## src/sv/i2a_pkg.sv

```systemverilog
// ----------------------------------------------------------------------------
// i2a_pkg
// Shared types, codes and character helpers for the integer to ASCII formatter.
// ----------------------------------------------------------------------------
package i2a_pkg;

    localparam int VALUE_WIDTH_DEF = 64;
    localparam int DEC_BITS        = 32;
    localparam int DEC_DIGITS      = 10;
    localparam int COUNT_W         = 31;

    localparam logic [COUNT_W-1:0] COUNT_MAX = {COUNT_W{1'b1}};

    // command codes
    localparam logic [2:0] CMD_SDEC = 3'd0;
    localparam logic [2:0] CMD_UDEC = 3'd1;
    localparam logic [2:0] CMD_HEXL = 3'd2;
    localparam logic [2:0] CMD_HEXU = 3'd3;
    localparam logic [2:0] CMD_PTR  = 3'd4;

    typedef enum logic [1:0] {
        CELL_HOLD,
        CELL_LOAD,
        CELL_DABBLE,
        CELL_SHIFT
    } t_cell_op;

    typedef struct packed {
        t_cell_op op;
    } t_cell_ctrl;

    typedef enum logic [1:0] {
        PFX_NONE,
        PFX_MINUS,
        PFX_HEX,
        PFX_NIL
    } t_prefix;

    function automatic logic [7:0] digit_char(input logic [3:0] d, input logic upper);
        logic [7:0] base;
        base = upper ? 8'h41 : 8'h61;
        if (d < 4'd10) begin
            digit_char = 8'h30 + {4'd0, d};
        end else begin
            digit_char = base + {4'd0, d} - 8'd10;
        end
    endfunction

    function automatic logic [2:0] prefix_len(input t_prefix p);
        case (p)
            PFX_MINUS: prefix_len = 3'd1;
            PFX_HEX:   prefix_len = 3'd2;
            PFX_NIL:   prefix_len = 3'd5;
            default:   prefix_len = 3'd0;
        endcase
    endfunction

    function automatic logic [7:0] prefix_char(input t_prefix p, input logic [2:0] idx);
        prefix_char = 8'h00;
        case (p)
            PFX_MINUS: prefix_char = 8'h2d;
            PFX_HEX:   prefix_char = (idx == 3'd0) ? 8'h30 : 8'h78;
            PFX_NIL: begin
                case (idx)
                    3'd0:    prefix_char = 8'h28; // (
                    3'd1:    prefix_char = 8'h6e; // n
                    3'd2:    prefix_char = 8'h69; // i
                    3'd3:    prefix_char = 8'h6c; // l
                    default: prefix_char = 8'h29; // )
                endcase
            end
            default:   prefix_char = 8'h00;
        endcase
    endfunction

endpackage

```

## src/sv/i2a_digit_cell.sv

```systemverilog
// ----------------------------------------------------------------------------
// i2a_digit_cell
// One nibble of the digit row: loads a hex nibble, runs a shift-and-add-3
// step with its neighbors, or takes the digit of its lower neighbor.
// ----------------------------------------------------------------------------
module i2a_digit_cell
    import i2a_pkg::*;
(
    input  logic       i_clk,
    input  t_cell_ctrl i_ctrl,
    input  logic [3:0] i_load_nib,
    input  logic       i_carry,
    input  logic [3:0] i_shift_nib,
    output logic [3:0] o_digit,
    output logic       o_carry
);

    logic [3:0] r_digit;
    logic [3:0] w_adj;

    // bcd correction before the shift
    assign w_adj   = (r_digit >= 4'd5) ? r_digit + 4'd3 : r_digit;
    assign o_carry = w_adj[3];
    assign o_digit = r_digit;

    always_ff @(posedge i_clk) begin
        case (i_ctrl.op)
            CELL_LOAD:   r_digit <= i_load_nib;
            CELL_DABBLE: r_digit <= {w_adj[2:0], i_carry};
            CELL_SHIFT:  r_digit <= i_shift_nib;
            default:     r_digit <= r_digit;
        endcase
    end

endmodule

```

## src/sv/integer_to_ascii_formatter.sv

```systemverilog
// ----------------------------------------------------------------------------
// integer_to_ascii_formatter
// Formats a value as signed/unsigned decimal, hex or pointer text, one
// character per output word, with a saturating count of characters sent.
// ----------------------------------------------------------------------------
// channel   direction  handshake           payload
// input     in         i_valid / o_ready   i_command, i_value
// output    out        o_valid / i_ready   o_character, o_last, o_running_count
//
// decimal: a load, 32 shift-and-add-3 steps through the 16-cell digit row,
// a shift for each skipped leading zero and a step to leave the skip,
// then the characters, a minus sign first for a negative signed value.
// hex: a load, the same skip, then the characters, 0x first for a pointer;
// a null pointer gives (nil); a stalled output adds its wait to each character.
// o_ready is high only between items; a stalled output holds the row in place.
// reset clears the sequencer, the output valid flag and the character count.
module integer_to_ascii_formatter
    import i2a_pkg::*;
#(
    parameter int VALUE_WIDTH = VALUE_WIDTH_DEF
) (
    input  logic               i_clk,
    input  logic               i_rst_n,
    input  logic               i_valid,
    output logic               o_ready,
    input  logic [2:0]         i_command,
    input  logic [63:0]        i_value,
    output logic               o_valid,
    input  logic               i_ready,
    output logic [7:0]         o_character,
    output logic               o_last,
    output logic [COUNT_W-1:0] o_running_count
);

    localparam int HEX_CELLS = (VALUE_WIDTH + 3) / 4;
    localparam int N_CELLS   = (HEX_CELLS > DEC_DIGITS) ? HEX_CELLS : DEC_DIGITS;
    localparam int ROW_BITS  = N_CELLS * 4;
    localparam int REM_W     = $clog2(N_CELLS + 1);
    localparam int STEP_W    = $clog2(DEC_BITS);

    typedef enum logic [2:0] {
        ST_IDLE,
        ST_CONV,
        ST_SKIP,
        ST_PREFIX,
        ST_EMIT
    } t_state;

    t_state              r_state;
    logic [DEC_BITS-1:0] r_bin;
    logic [STEP_W-1:0]   r_step;
    logic [REM_W-1:0]    r_rem;
    logic [2:0]          r_pidx;
    t_prefix             r_prefix;
    logic                r_upper;
    logic                r_out_valid;
    logic [7:0]          r_char;
    logic                r_last;
    logic [COUNT_W-1:0]  r_count;
    logic [COUNT_W-1:0]  n_count;

    t_cell_ctrl          w_ctrl;
    logic [ROW_BITS-1:0] w_hex_bits;
    logic [ROW_BITS-1:0] w_load_bits;
    logic [3:0]          w_digit [N_CELLS];
    logic                w_cout  [N_CELLS];
    logic [3:0]          w_top;
    logic                w_slot;
    logic                w_emit;
    logic                w_hex_mode;
    logic [DEC_BITS-1:0] w_low;

    assign w_low      = i_value[DEC_BITS-1:0];
    assign w_hex_bits = ROW_BITS'(i_value[VALUE_WIDTH-1:0]);
    assign w_hex_mode = (i_command == CMD_HEXL) || (i_command == CMD_HEXU)
                     || (i_command == CMD_PTR);
    assign w_load_bits = w_hex_mode ? w_hex_bits : '0;
    assign w_top      = w_digit[N_CELLS-1];
    assign w_slot     = !r_out_valid || i_ready;
    assign w_emit     = w_slot && ((r_state == ST_PREFIX) || (r_state == ST_EMIT));
    assign n_count    = (r_count == COUNT_MAX) ? r_count : r_count + 1'b1;

    always_comb begin
        w_ctrl.op = CELL_HOLD;
        case (r_state)
            ST_IDLE:  if (i_valid) w_ctrl.op = CELL_LOAD;
            ST_CONV:  w_ctrl.op = CELL_DABBLE;
            ST_SKIP:  if (w_top == 4'd0 && r_rem > REM_W'(1)) w_ctrl.op = CELL_SHIFT;
            ST_EMIT:  if (w_slot) w_ctrl.op = CELL_SHIFT;
            default:  w_ctrl.op = CELL_HOLD;
        endcase
    end

    for (genvar k = 0; k < N_CELLS; k++) begin : g_cell
        logic       w_cin;
        logic [3:0] w_sin;
        if (k == 0) begin : g_first
            assign w_cin = r_bin[DEC_BITS-1];
            assign w_sin = 4'd0;
        end else begin : g_rest
            assign w_cin = w_cout[k-1];
            assign w_sin = w_digit[k-1];
        end
        i2a_digit_cell u_cell (
            .i_clk       (i_clk),
            .i_ctrl      (w_ctrl),
            .i_load_nib  (w_load_bits[k*4 +: 4]),
            .i_carry     (w_cin),
            .i_shift_nib (w_sin),
            .o_digit     (w_digit[k]),
            .o_carry     (w_cout[k])
        );
    end

    always_ff @(posedge i_clk) begin
        if (!i_rst_n) begin
            r_state     <= ST_IDLE;
            r_out_valid <= 1'b0;
            r_count     <= '0;
        end else begin
            if (w_emit) r_out_valid <= 1'b1;
            else if (i_ready) r_out_valid <= 1'b0;
            case (r_state)
                ST_IDLE: begin
                    r_rem  <= REM_W'(N_CELLS);
                    r_pidx <= 3'd0;
                    r_step <= STEP_W'(DEC_BITS - 1);
                    if (i_valid) begin
                        case (i_command)
                            CMD_SDEC: begin
                                r_bin    <= w_low[DEC_BITS-1] ? (0 - w_low) : w_low;
                                r_prefix <= w_low[DEC_BITS-1] ? PFX_MINUS : PFX_NONE;
                                r_upper  <= 1'b0;
                                r_state  <= ST_CONV;
                            end
                            CMD_UDEC: begin
                                r_bin    <= w_low;
                                r_prefix <= PFX_NONE;
                                r_upper  <= 1'b0;
                                r_state  <= ST_CONV;
                            end
                            CMD_HEXL, CMD_HEXU: begin
                                r_prefix <= PFX_NONE;
                                r_upper  <= (i_command == CMD_HEXU);
                                r_state  <= ST_SKIP;
                            end
                            CMD_PTR: begin
                                r_upper <= 1'b0;
                                if (w_hex_bits == '0) begin
                                    r_prefix <= PFX_NIL;
                                    r_state  <= ST_PREFIX;
                                end else begin
                                    r_prefix <= PFX_HEX;
                                    r_state  <= ST_SKIP;
                                end
                            end
                            default: r_state <= ST_IDLE; // unused codes give no words
                        endcase
                    end
                end
                ST_CONV: begin
                    r_bin <= r_bin << 1;
                    if (r_step == '0) r_state <= ST_SKIP;
                    else r_step <= r_step - 1'b1;
                end
                ST_SKIP: begin
                    if (w_top != 4'd0 || r_rem == REM_W'(1)) begin
                        r_state <= (r_prefix == PFX_NONE) ? ST_EMIT : ST_PREFIX;
                    end else begin
                        r_rem <= r_rem - 1'b1;
                    end
                end
                ST_PREFIX: begin
                    if (w_slot) begin
                        r_char      <= prefix_char(r_prefix, r_pidx);
                        r_last      <= (r_prefix == PFX_NIL) && (r_pidx == 3'd4);
                        r_count     <= n_count;
                        r_pidx      <= r_pidx + 1'b1;
                        if (r_pidx == prefix_len(r_prefix) - 3'd1) begin
                            r_state <= (r_prefix == PFX_NIL) ? ST_IDLE : ST_EMIT;
                        end
                    end
                end
                ST_EMIT: begin
                    if (w_slot) begin
                        r_char      <= digit_char(w_top, r_upper);
                        r_last      <= (r_rem == REM_W'(1));
                        r_count     <= n_count;
                        r_rem       <= r_rem - 1'b1;
                        if (r_rem == REM_W'(1)) r_state <= ST_IDLE;
                    end
                end
                default: r_state <= ST_IDLE;
            endcase
        end
    end

    assign o_ready         = (r_state == ST_IDLE);
    assign o_valid         = r_out_valid;
    assign o_character     = r_char;
    assign o_last          = r_last;
    assign o_running_count = r_count;

endmodule

```

## config.mk

```make
export PLATFORM = sky130hd
export DESIGN_NAME = integer_to_ascii_formatter
export DESIGN_NICKNAME = d
export VERILOG_FILES = /design/src/sv/i2a_pkg.sv /design/src/sv/i2a_digit_cell.sv /design/src/sv/integer_to_ascii_formatter.sv
export SDC_FILE = /design/constraint.sdc
export NUM_CORES = 1
export LEC_CHECK = 0
export BUFFER_PORTS_ARGS = -buffer_cell sky130_fd_sc_hd__buf_4
export CORE_MARGIN = 10
export CORE_UTILIZATION = 25
export DETAILED_ROUTE_END_ITERATION = 8
export PLACE_DENSITY_LB_ADDON = 0.15
export SYNTH_ARGS = -nofsm -noshare
export SYNTH_HDL_FRONTEND = slang
export SYNTH_SLANG_ARGS = --single-unit
```

## constraint.sdc

```tcl
create_clock -name i_clk -period 7.75 [get_ports i_clk]
set_clock_uncertainty 0.1 [all_clocks]
set_input_delay 1.55 -clock i_clk [delete_from_list [all_inputs] [get_ports i_clk]]
set_output_delay 1.55 -clock i_clk [all_outputs]
set_load 0.02 [all_outputs]
```

## Yosys cells after proc, flatten, opt, wreduce, memory -nomap -nowiden

Cells that the tools add are included.

- Bitwise logic cells: 1
- Eq/ne operators: 31
- Add/sub/neg operators: 25
- Muxes and demuxes: 81
- Reduce and logical (&&, ||, !) cells: 39
- Magnitude comparators: 18

Operators with widths:

| operator | number |
|---|---|
| case mux 4 bit (3 select lines) | 16 |
| case mux 32 bit (2 select lines) | 2 |
| >= comparator 4 x 3 -> 1 bit (second input constant) | 16 |
| zero test 64 bit | 1 |
| two-way mux 32 bit | 2 |
| two-way mux 64 bit | 1 |
| adder 4 x 2 -> 4 bit (second input constant) | 15 |
| two-way mux 4 bit | 15 |
| two-way mux 3 bit | 14 |
| subtractor 1 x 32 -> 32 bit (first input constant) | 1 |
| adder 31 x 1 -> 31 bit (second input constant) | 1 |
| == test 31 bit (second input constant) | 1 |
| case mux 7 bit (4 select lines) | 1 |
| two-way mux 8 bit | 3 |
| case mux 7 bit (3 select lines) | 1 |
| AND reduction 4 bit | 5 |
| == test 3 x 2 -> 1 bit (second input constant) | 6 |
| case mux 8 bit (2 select lines) | 1 |
| two-way mux 5 bit | 3 |
| case mux 3 bit (5 select lines) | 1 |
| case mux 5 bit (3 select lines) | 1 |
| != test 2 bit (second input constant) | 7 |
| case mux 2 bit (3 select lines) | 2 |
| case mux 5 bit (2 select lines) | 1 |
| 40 further kinds | 78 |

- Input port bits: 71
- Logic and storage cells: 222
- Flip-flop bits (word level): 156

## Logic depth before layout (Yosys ltp)

Gate-level depths: netlist of run 1.

- Depth in word-level cells: 10
- Gate-level depth with buffers: 9

## Modules after synthesis

Synthesis of run 1 repeated with hierarchy kept, for this count alone.

- Cells, all modules: 1250
- Area total of the unflattened synthesis: 11005.6 sq um

Modules (own cells, without submodules):

| module | seq. area each (sq um) | area each (sq um) | cells an instance | times used |
|---|---|---|---|---|
| integer_to_ascii_formatter | 2382.3 | 5820.6 | 674 | 1 |
| i2a_digit_cell | 120.1 | 324.1 | 36 | 16 |

## Worst setup path after synthesis of run 1

No wires, ideal clock.

- Path type: in2reg
- From: in i_ready
- To: reg g_cell[0].u_cell.r_digit[0], enable pin
- Setup time: 0.421 ns
- Arrival: 3.790 ns
- Path buffers: 2
- Slack: 3.439 ns
- Cell stages on the path: 6
- Data required time: 7.229 ns
- Path through: and2b_2 -> nor2_1 -> a21o_2 -> clkbuf_1 -> buf_6 -> a211o_1

- Longest elaborated chain between the ends: 5

Ends and longest elaborated chain:

| what | RTL line | RTL |
|---|---|---|
| start: declaration | integer_to_ascii_formatter.sv:29 | `input logic i_ready,` |
| logical OR 1 bit (*) | integer_to_ascii_formatter.sv:79 | `assign w_slot = !r_out_valid \|\| i_ready;` |
| two-way mux 2 bit (*) | integer_to_ascii_formatter.sv:89 | `ST_EMIT: if (w_slot) w_ctrl.op = CELL_SHIFT;` |
| case mux 2 bit (4 select lines) (*) | integer_to_ascii_formatter.sv:85 | `case (r_state)` |
| == test 2 x 1 -> 1 bit / == test 2 bit (equally long branches) | i2a_digit_cell.sv:27 | `case (i_ctrl.op)` |
| nonzero test 3 bit (no source line) (*) | - |  |
| end signal: assignment | i2a_digit_cell.sv:28 | `CELL_LOAD: r_digit <= i_load_nib;` |
| end signal: assignment | i2a_digit_cell.sv:29 | `CELL_DABBLE: r_digit <= {w_adj[2:0], i_carry};` |
| end signal: assignment | i2a_digit_cell.sv:30 | `CELL_SHIFT: r_digit <= i_shift_nib;` |
| end: declaration | i2a_digit_cell.sv:18 | `logic [3:0] r_digit;` |

Mark *: on every way between the ends. The rest lies on a longest branch, timed or not.
A chain may end at the register's enable or synchronous reset.

## Worst setup path after layout of run 1

- From: reg g_cell[15].u_cell.r_digit[1]
- To: reg g_cell[2].u_cell.r_digit[3], enable pin

- Longest elaborated chain between the ends: 6

Ends and longest elaborated chain:

| what | RTL line | RTL |
|---|---|---|
| start: declaration | i2a_digit_cell.sv:18 |  |
| start signal: assignment | i2a_digit_cell.sv:28 |  |
| start signal: assignment | i2a_digit_cell.sv:29 |  |
| start signal: assignment | i2a_digit_cell.sv:30 |  |
| zero test 4 bit (*) | integer_to_ascii_formatter.sv:88 | `ST_SKIP: if (w_top == 4'd0 && r_rem > REM_W'(1)) w_ctrl.op = CELL_SHIFT;` |
| logical AND 1 bit (*) | integer_to_ascii_formatter.sv:88 |  |
| two-way mux 2 bit (*) | integer_to_ascii_formatter.sv:88 |  |
| case mux 2 bit (4 select lines) (*) | integer_to_ascii_formatter.sv:85 |  |
| == test 2 x 1 -> 1 bit / == test 2 bit (equally long branches) | i2a_digit_cell.sv:27 |  |
| nonzero test 3 bit (no source line) (*) | - |  |
| end signal: assignment | i2a_digit_cell.sv:28 |  |
| end signal: assignment | i2a_digit_cell.sv:29 |  |
| end signal: assignment | i2a_digit_cell.sv:30 |  |
| end: declaration | i2a_digit_cell.sv:18 |  |

Marked as above.

==> flow_metrics.tcl, run 1 <==
set metrics [dict create \
    ant_nets 0 \
    root_buffer "clkbuf_16" \
    p_int_mw 2.11 \
    clk_pin_slew_ns 0.07 \
    drc 0 \
    synth_edf_count 120 \
    post-route-period-util_pct 54.7 \
    cts_buffer_depth 2 \
    gr-usage-all-layers_pct 12.1 \
    grt_overflow_total 0 \
    areaGrowthSynthToFinish_pct 19.4 \
    synth_top_cell_by_area "edfxtp_1" \
    crit_top_cell "buf_4" \
    design_area_um2 11900 \
    insertion_delay_ns 0.45 \
    crit_slowest_cell "a211o_2" \
    cp_max_fo 61 \
    cts_hold_buffers 0 \
    dr.pass1.iters 5 \
    grt_pass1_wl_um 46300 \
    hold_viol_final 0 \
    crit_arrival_ns 4.25 \
    register_area_um2 4300 \
    port_buffers 111 \
    cts_tree "built" \
    ios 113 \
    setup_violations 0 \
    cts_resized 0 \
    postSynth.asyncResetShare_pct 0 \
    cap_violations 0 \
    power.density_nw_per_um2 275 \
    period_needed_ns 4.24 \
    cts_setup_buffers 0 \
    fillers 4196 \
    end_kind "flop" \
    antenna_found_initial 5 \
    grt_pass1_vias 8263 \
    pwr-share-clk_pct 27.5 \
    dpl_cell_area_um2 11300 \
    htree_levels 4 \
    p_sw_mw 1.18 \
    dp.cells 1639 \
    synth_top_area_share_pct 36.1 \
    worst_path_largest_cell_delay_ns 0.85 \
    worst_slew_pin_slew_ns 1.07 \
    core_um2 39600 \
    syn-cell-area_um2 9990 \
    die_x_um 220 \
    wl_um 29200 \
    via_per_inst 4.96 \
    dp.final_hpwl_um 21000 \
    grt_max_degree 80 \
    crit_buf_inv 3 \
    num_vias 8302 \
    pwr-share-seq_pct 41.3 \
    cts_buffers 17 \
    cts.sink_count 155 \
    synthDistinctLibCells 80 \
    fin_cells 1673 \
    crit_path_start_kind "flop" \
    multi_input_area_um2 5260 \
    cp_top_family "buffers and inverters" \
    drt-initial-drc-count 564 \
    drive_gt1_share_pct 19.8 \
    outcome "finished clean" \
    fin_tns_setup_ns 0 \
    rsz0062_at_grt "no" \
    die_h_um 220 \
    max_clock_freq_mhz 236 \
    power.leakage_nw 4.24 \
    ys_ff_latch 155 \
    syn_avg_cell_area_um2 9.58 \
    synthFlopType "edfxtp_1" \
    finalCoreUtilization_pct 30.1 \
    combPwrFrac_pct 31.2 \
    vdd_drop_max_mv 0.150 \
    synth_fp_nets 1159 \
    yosysSeqAreaShare_pct 43.1 \
    finalMaxSlewViolations 0 \
    dieArea_um2 48300 \
    nets 1250 \
    hp-class "flop to flop" \
    max_slew_margin_pct 28.4 \
    swShare_pct 35.9 \
    initial_core_util_pct 25.2 \
    gp_congestion 0.775 \
    path_cells "inv_1 > ha_1 > nor4b_1 > nor3b_1 > a21o_2 > buf_4 > a211o_2 > buf_4" \
    critical_path_class "flop to flop" \
    rows 73 \
    cp.required_ns 7.76 \
    syn_inst 1042 \
    wl_per_cell_um 17.5 \
    ys_top_cells_by_area "edfxtp_1 (36%), dfxtp_1 (7.0%), a221o_2 (6.2%)" \
    ys_warn_count 0 \
]
-- flip-flops by register name (all words and copies together) (netlist names) --
signal and cells:
g_cell.u_cell.o_digit 64, r_bin 32, o_running_count 31, o_character 7
r_rem 5, r_step 5, r_pidx 3, r_state 3
r_prefix 2, o_last 1, o_valid 1, r_upper 1
-- power groups by stage --
stage	sequential (mW)	clock, mW	combinational (mW)
floorplan	1.29	0	0.816
global placement	1.38	0	1.03
detailed placement	1.37	0	1.04
CTS	1.36	0.926	1.04
global route	1.39	0.961	1.17
finish	1.36	0.902	1.02
-- metrics by stage --
stage | setup WS, ns | hold slack [ns] | total power, mW
CTS | 3.42 | 0.397 | 3.33
global route | 3.18 | 0.422 | 3.53
global placement | 3.05 | 0.374 | 2.40
floorplan | 3.44 | 0.396 | 2.11
detailed placement | 3.05 | 0.384 | 2.41
finish | 3.51 | 0.395 | 3.28
-- worst paths after layout --
| path | from | slack, ns | end | depth (start not counted) |
|---|---|---|---|---|
| worst max-delay path | g_cell[15].u_cell.o_digit[1] | 3.51 | g_cell[2].u_cell.o_digit[3] | 8 |
| worst min-delay path | o_running_count[29] | 0.40 | o_running_count[29] | 2 |
| worst max register to register | g_cell[15].u_cell.o_digit[1] | 3.51 | g_cell[2].u_cell.o_digit[3] | 8 |
| worst min register to register | o_running_count[29] | 0.40 | o_running_count[29] | 2 |
-- per-layer routing --
metal  GRT usage (%)  part of all wire, %  up-vias
met5               0                 0.11        -
met4            3.36                  1.0        6
met3            3.54                  5.4       21
met2            19.4                   47      139
met1            15.5                   46     4012
li1                -                    -     4124
-- Yosys cell counts, types with 18 or more instances --
master and instances:
edfxtp_1 120, nand2_1 100, a21oi_1 89, nor2_1 88, o21ai_0 71, a221o_2 55, inv_1 49, ha_1 46
clkbuf_1 35, dfxtp_1 35, nand2b_1 29, xnor2_1 27, xor2_1 23, o31ai_1 22, or4_1 19, nor3b_1 18
-- worst register-to-register path: cells and delay by family (launching register included) --
family / cells / cell delay [ns]
buffers and inverters: 3 / 1.19
AOI/OAI and AO/OA: 2 / 1.09
and+or+nand+nor: 2 / 0.77
DFF: 1 / 0.44
adders and majority gates: 1 / 0.30
-- final cells by class --
| type | count | area share, % |
|---|---|---|
| well taps | 525 | 5.51 |
| clock buffers | 18 | 3.60 |
| clock inverters | 14 | 1.53 |
| inverters | 49 | 1.54 |
| diodes | 2 | 0.0420 |
| flip-flops and latches | 155 | 36.1 |
| repair buffers | 120 | 7.55 |
| multi-input cells | 790 | 44.1 |
-- kinds of logic (layout without fill, tap and decap cells) --
group / Yosys count / after routing / synth area share, %
XOR/XNOR: 50 / 50 / 4.38
multiplexers: 7 / 7 / 0.702
adder cells (fa/ha/maj): 46 / 46 / 5.76
AO/OA/AOI/OAI: 308 / 308 / 21.9
other: 1 / 3 / 0.0375
flip-flops: 155 / 155 / 43.1
AND/OR/NAND/NOR: 378 / 378 / 19.8
buffers and inverters: 97 / 201 / 4.33
-- cell usage in the layout, fill, tap and decap left out, drive strengths merged, types with 10 or more instances in the layout --
cell	n
edfxtp	120
buf	120
nand2	101
a21oi	89
nor2	88
o21ai	72
a221o	58
inv	54
ha	46
dfxtp	35
nand2b	29
xnor2	27
xor2	23
o31ai	22
or4	20
nor3b	19
nor4	18
clkbuf	18
nand3	17
a211oi	15
nor3	14
nor2b	14
or3	13
nand4	11
a31oi	10
Note: power is estimated with default switching activity, not from simulation.
==> run 2: changes to the inputs <==
==> constraint.sdc (replaced) <==
create_clock -name i_clk -period 3.8 [get_ports i_clk]
set_clock_uncertainty 0.1 [all_clocks]
set_input_delay 0.76 -clock i_clk [delete_from_list [all_inputs] [get_ports i_clk]]
set_output_delay 0.76 -clock i_clk [all_outputs]
set_load 0.02 [all_outputs]
==> flow_metrics.tcl, run 2 (same netlist as run 1, synthesis figures left out) <==
set metrics [dict create \
    outcome "finished clean" \
    post-route-period-util_pct 78.9 \
    worst_slew_pin_slew_ns 0.975 \
    cp.required_ns 4.01 \
    port_buffers 111 \
    place_ws_ns 0.752 \
    cp_max_fo 60 \
    antenna_found_initial 6 \
    dp.final_hpwl_um 21800 \
    wl_per_cell_um 17.7 \
    gp_congestion 0.817 \
    largest_reg_flops 64 \
    highest_layer "met5" \
    worst_slack_ns 0.801 \
    drc 0 \
    power.density_nw_per_um2 556 \
    hold_slack_ns 0.391 \
    nets 1258 \
    initial_core_util_pct 25.2 \
    setup_violations 0 \
    wl_met3_um 1590 \
    wl_met1_um 13700 \
    clk_pin_slew_ns 0.07 \
    grt_pass1_wl_um 46700 \
    insertion_delay_ns 0.45 \
    cts_resized 0 \
    die_h_um 220 \
    wl_um 29800 \
    vdd_drop_max_mv 0.311 \
    end_kind "flop" \
    max_slew_margin_pct 34.5 \
    rrSetupSlack_ns 0.80 \
    period_needed_ns 3.00 \
    crit_arrival_ns 3.21 \
    fin_tns_setup_ns 0 \
    cts_buffers 17 \
    dieArea_um2 48300 \
    grt_pass1_vias 8211 \
    ant_nets 0 \
    via_per_inst 5.03 \
    layout_commonest_cell "buf_4" \
    drive_gt1_share_pct 20.5 \
    htree_levels 4 \
    rows 73 \
    max_clock_freq_mhz 333 \
    hold_viol_final 0 \
    hp-class "flop to flop" \
    cts.sink_count 155 \
    cap_violations 0 \
    cts_hold_buffers 0 \
    areaGrowthSynthToFinish_pct 20.0 \
    cts_setup_buffers 0 \
    layout_common_cells "buf_4 (125), edfxtp_1 (120), nand2_1 (100)" \
    root_buffer "clkbuf_16" \
    wl_met2_um 14200 \
    crit_path_start_kind "flop" \
    num_vias 8448 \
    cts_buffer_depth 2 \
    power.leakage_nw 4.29 \
    grt_overflow_total 0 \
    dr.pass1.iters 5 \
    gr-usage-all-layers_pct 12.3 \
    core_um2 39600 \
    rsz0062_at_grt "no" \
    ios 113 \
    drt-initial-drc-count 545 \
    die_x_um 220 \
    finalMaxSlewViolations 0 \
    grt_max_degree 65 \
    critical_path_class "flop to flop" \
    cts_tree "built" \
]
run 2: changes by cell type in the layout (fill, tap and decap cells not counted):
cell,change
buf_12,+3
buf_4,+5
bufinv_16,-2
clkbuf_1,-1
clkinv_2,+1
clkinvlp_4,-2
inv_6,+2
inv_8,+2
run 2: final timing paths:
kind	from	end	cells after the start
max	g_cell[15].u_cell.o_digit[1]	g_cell[13].u_cell.o_digit[0]	7
min	o_running_count[24]	o_running_count[24]	2
max reg2reg	g_cell[15].u_cell.o_digit[1]	g_cell[13].u_cell.o_digit[0]	7
min reg2reg	o_running_count[24]	o_running_count[24]	2
run 2: cell type report:
type,instances,area (um2)
Multi-Input combinational cell,790,5260
Fill cell,4208,27700
Clock inverter,15,153
Inverter,49,184
Sequential cell,155,4300
Antenna cell,2,5.00
Tap cell,525,657
Timing Repair Buffer,128,998
Clock buffer,17,425
run 2: power breakdown:
part           total, mW  internal, mW  switching, mW
clock               1.73         0.927          0.807
combinational       2.16         0.936           1.22
sequential          2.77          2.35          0.416
total               6.66          4.22           2.45
run 2: critical path, cell delays in order (launching register included):
cell and delay, ns:
edfxtp_1 0.44, inv_1 0.16, ha_1 0.30, nor4b_1 0.33
nor3b_1 0.43, a21o_2 0.21, buf_4 0.58, a221o_1 0.27
run 2: layer usage:
metal	track usage, %	up-vias
met4	3.01	8
met2	19.8	142
li1	-	4143
met5	0	-
met3	3.61	26
met1	15.8	4129
run 2: through the flow:
step	util, %	cell area [um2]	power (mW)	instances
5_1_grt	30.2	12000	7.16	1679
6_report	30.2	12000	6.66	1681
3_3_place_gp	28.8	11400	4.96	1647
4_1_cts	30.2	12000	6.76	1679
2_1_floorplan	-	9990	4.30	1042
3_5_place_dp	28.8	11400	4.98	1647
==> run 3: changes to the inputs <==
==> constraint.sdc (replaced) <==
create_clock -name i_clk -period 3.1 [get_ports i_clk]
set_clock_uncertainty 0.1 [all_clocks]
set_input_delay 0.62 -clock i_clk [delete_from_list [all_inputs] [get_ports i_clk]]
set_output_delay 0.62 -clock i_clk [all_outputs]
set_load 0.02 [all_outputs]
==> flow_metrics.tcl, run 3 (same netlist as run 1, synthesis figures left out) <==
set metrics [dict create \
    layout_common_cells "buf_4 (135), edfxtp_1 (120), nand2_1 (100)" \
    worst_path_largest_cell_delay_ns 0.44 \
    post-route-period-util_pct 92.1 \
    setup_violations 0 \
    p_int_mw 5.17 \
    cts_tree "built" \
    core_um2 39600 \
    drt-initial-drc-count 586 \
    cts_setup_buffers 0 \
    fin_tns_setup_ns 0 \
    initial_core_util_pct 25.2 \
    layout_commonest_cell "buf_4" \
    critical_path_class "flop to flop" \
    die_h_um 220 \
    crit_arrival_ns 2.94 \
    cp.required_ns 3.19 \
    areaGrowthSynthToFinish_pct 20.7 \
    p_sw_mw 2.98 \
    ant_nets 0 \
    power_mw 8.15 \
    cts_resized 0 \
    design_area_um2 12100 \
    r2r_end "g_cell[2].u_cell.o_digit[2]" \
    dr.pass1.iters 4 \
    cap_violations 0 \
    cp_max_fo 64 \
    wl_per_cell_um 18.0 \
    worst_slew_pin_slew_ns 0.969 \
    cts_buffer_depth 2 \
    grt_pass1_wl_um 47100 \
    antenna_found_initial 2 \
    cts_buffers 17 \
    dpl_cell_area_um2 11500 \
    fin_cells 1691 \
    die_x_um 220 \
    cp_top_family "simple AND/OR/NAND/NOR gates" \
    combPwrFrac_pct 33.1 \
    grt_max_degree 65 \
    hold_slack_ns 0.393 \
    dp.cells 1657 \
    gp_congestion 0.770 \
    vdd_drop_max_mv 0.414 \
    num_vias 8375 \
    hp-class "input pin to flop" \
    crit_path_start_kind "flop" \
    dp.final_hpwl_um 22000 \
    power.density_nw_per_um2 676 \
    reg2reg_from "g_cell[15].u_cell.o_digit[1]" \
    root_buffer "clkbuf_16" \
    critPathCapture "g_cell[2].u_cell.o_digit[2]" \
    path_cells "inv_1 > ha_1 > nor4b_1 > nor3b_1 > a2111oi_4 > buf_12 > a221o_2" \
    drc 0 \
    crit_path_start "g_cell[15].u_cell.o_digit[1]" \
    rrSetupSlack_ns 0.25 \
    largest_reg_flops 64 \
    swShare_pct 36.5 \
    max_slew_margin_pct 34.8 \
    crit_buf_inv 2 \
    port_buffers 111 \
    hold_viol_final 0 \
    grt_pass1_vias 8247 \
    gr-usage-all-layers_pct 12.4 \
    fillers 4216 \
    dieArea_um2 48300 \
    nets 1268 \
    finalMaxSlewViolations 0 \
    outcome "finished clean" \
    cp.depth 7 \
    period_needed_ns 2.85 \
    htree_levels 4 \
    rows 73 \
    crit_slowest_cell "edfxtp_1" \
    wl_um 30400 \
    ios 113 \
    max_clock_freq_mhz 350 \
    clk_pin_slew_ns 0.06 \
    power.leakage_nw 4.34 \
    pwr-share-clk_pct 25.4 \
    cts.sink_count 155 \
    drive_gt1_share_pct 21.0 \
    grt_overflow_total 0 \
    cts_hold_buffers 0 \
    insertion_delay_ns 0.44 \
    via_per_inst 4.95 \
    end_kind "flop" \
    rsz0062_at_grt "no" \
    reg2reg_depth 7 \
    pwr-share-seq_pct 41.5 \
]
## run 3: cell count changes in the layout (fill, tap and decap cells not counted), sizes merged
| cell | before | now |
|---|---|---|
| bufinv | 1 | 0 |
| clkbuf | 17 | 21 |
| buf | 128 | 138 |
| clkinvlp | 1 | 0 |
| inv | 58 | 54 |
| clkinv | 4 | 6 |
## run 3: worst min-delay path by stage
stage / startpoint / endpoint / slack [ns] / depth (start not counted)
after floorplan: r_bin[9] / r_bin[10] / 0.40 / 2
after global placement: o_running_count[24] / o_running_count[24] / 0.37 / 2
after detailed placement: o_running_count[19] / o_running_count[19] / 0.38 / 2
after CTS: i_value[49] / g_cell[12].u_cell.o_digit[1] / 0.37 / 2
after global routing: i_value[54] / g_cell[13].u_cell.o_digit[2] / 0.37 / 2
final: i_value[47] / g_cell[11].u_cell.o_digit[3] / 0.39 / 2
## run 3: power groups by stage
stage / registers (mW) / logic [mW] / clock network [mW]
floorplan: 3.22 / 2.05 / 0
finish: 3.38 / 2.70 / 2.07
global placement: 3.44 / 2.68 / 0
detailed placement: 3.43 / 2.71 / 0
CTS: 3.38 / 2.73 / 2.13
global route: 3.46 / 3.08 / 2.21
## run 3: final cells by class
type / instances / area, um2 / area share [%]
inverter: 49 / 184 / 1.53
clock inverter: 11 / 81.3 / 0.675
antenna: 2 / 5.00 / 0.0415
sequential: 155 / 4300 / 35.7
tap: 525 / 657 / 5.45
clock buffer: 21 / 482 / 4.00
multi-input combinational: 790 / 5270 / 43.7
timing repair buffer: 138 / 1070 / 8.90
## run 3: through the flow
| stage | util, % | worst slack, ns |
|---|---|---|
| final | 30.4 | 0.245 |
| after global routing | 30.4 | 0.0114 |
| after CTS | 30.4 | 0.217 |
| after detailed placement | 29.0 | 0.215 |
| after global placement | 29.0 | 0.296 |
| after floorplan | - | 0.0766 |
## run 3: worst reg2reg max path: stages, from the launching register on
cell and delay, ns:
edfxtp_1 0.44, inv_1 0.17, ha_1 0.31, nor4b_1 0.34
nor3b_1 0.44, a2111oi_4 0.16, buf_12 0.22, a221o_2 0.45
## run 3: layer usage
layer / global-route usage (%) / routed length (um) / share of wire [%]
met4: 3.49 / 420 / 1.4
met1: 16.7 / 14900 / 49
met2: 19.5 / 14000 / 46
met3: 2.95 / 1100 / 3.6
met5: 0 / 0 / 0
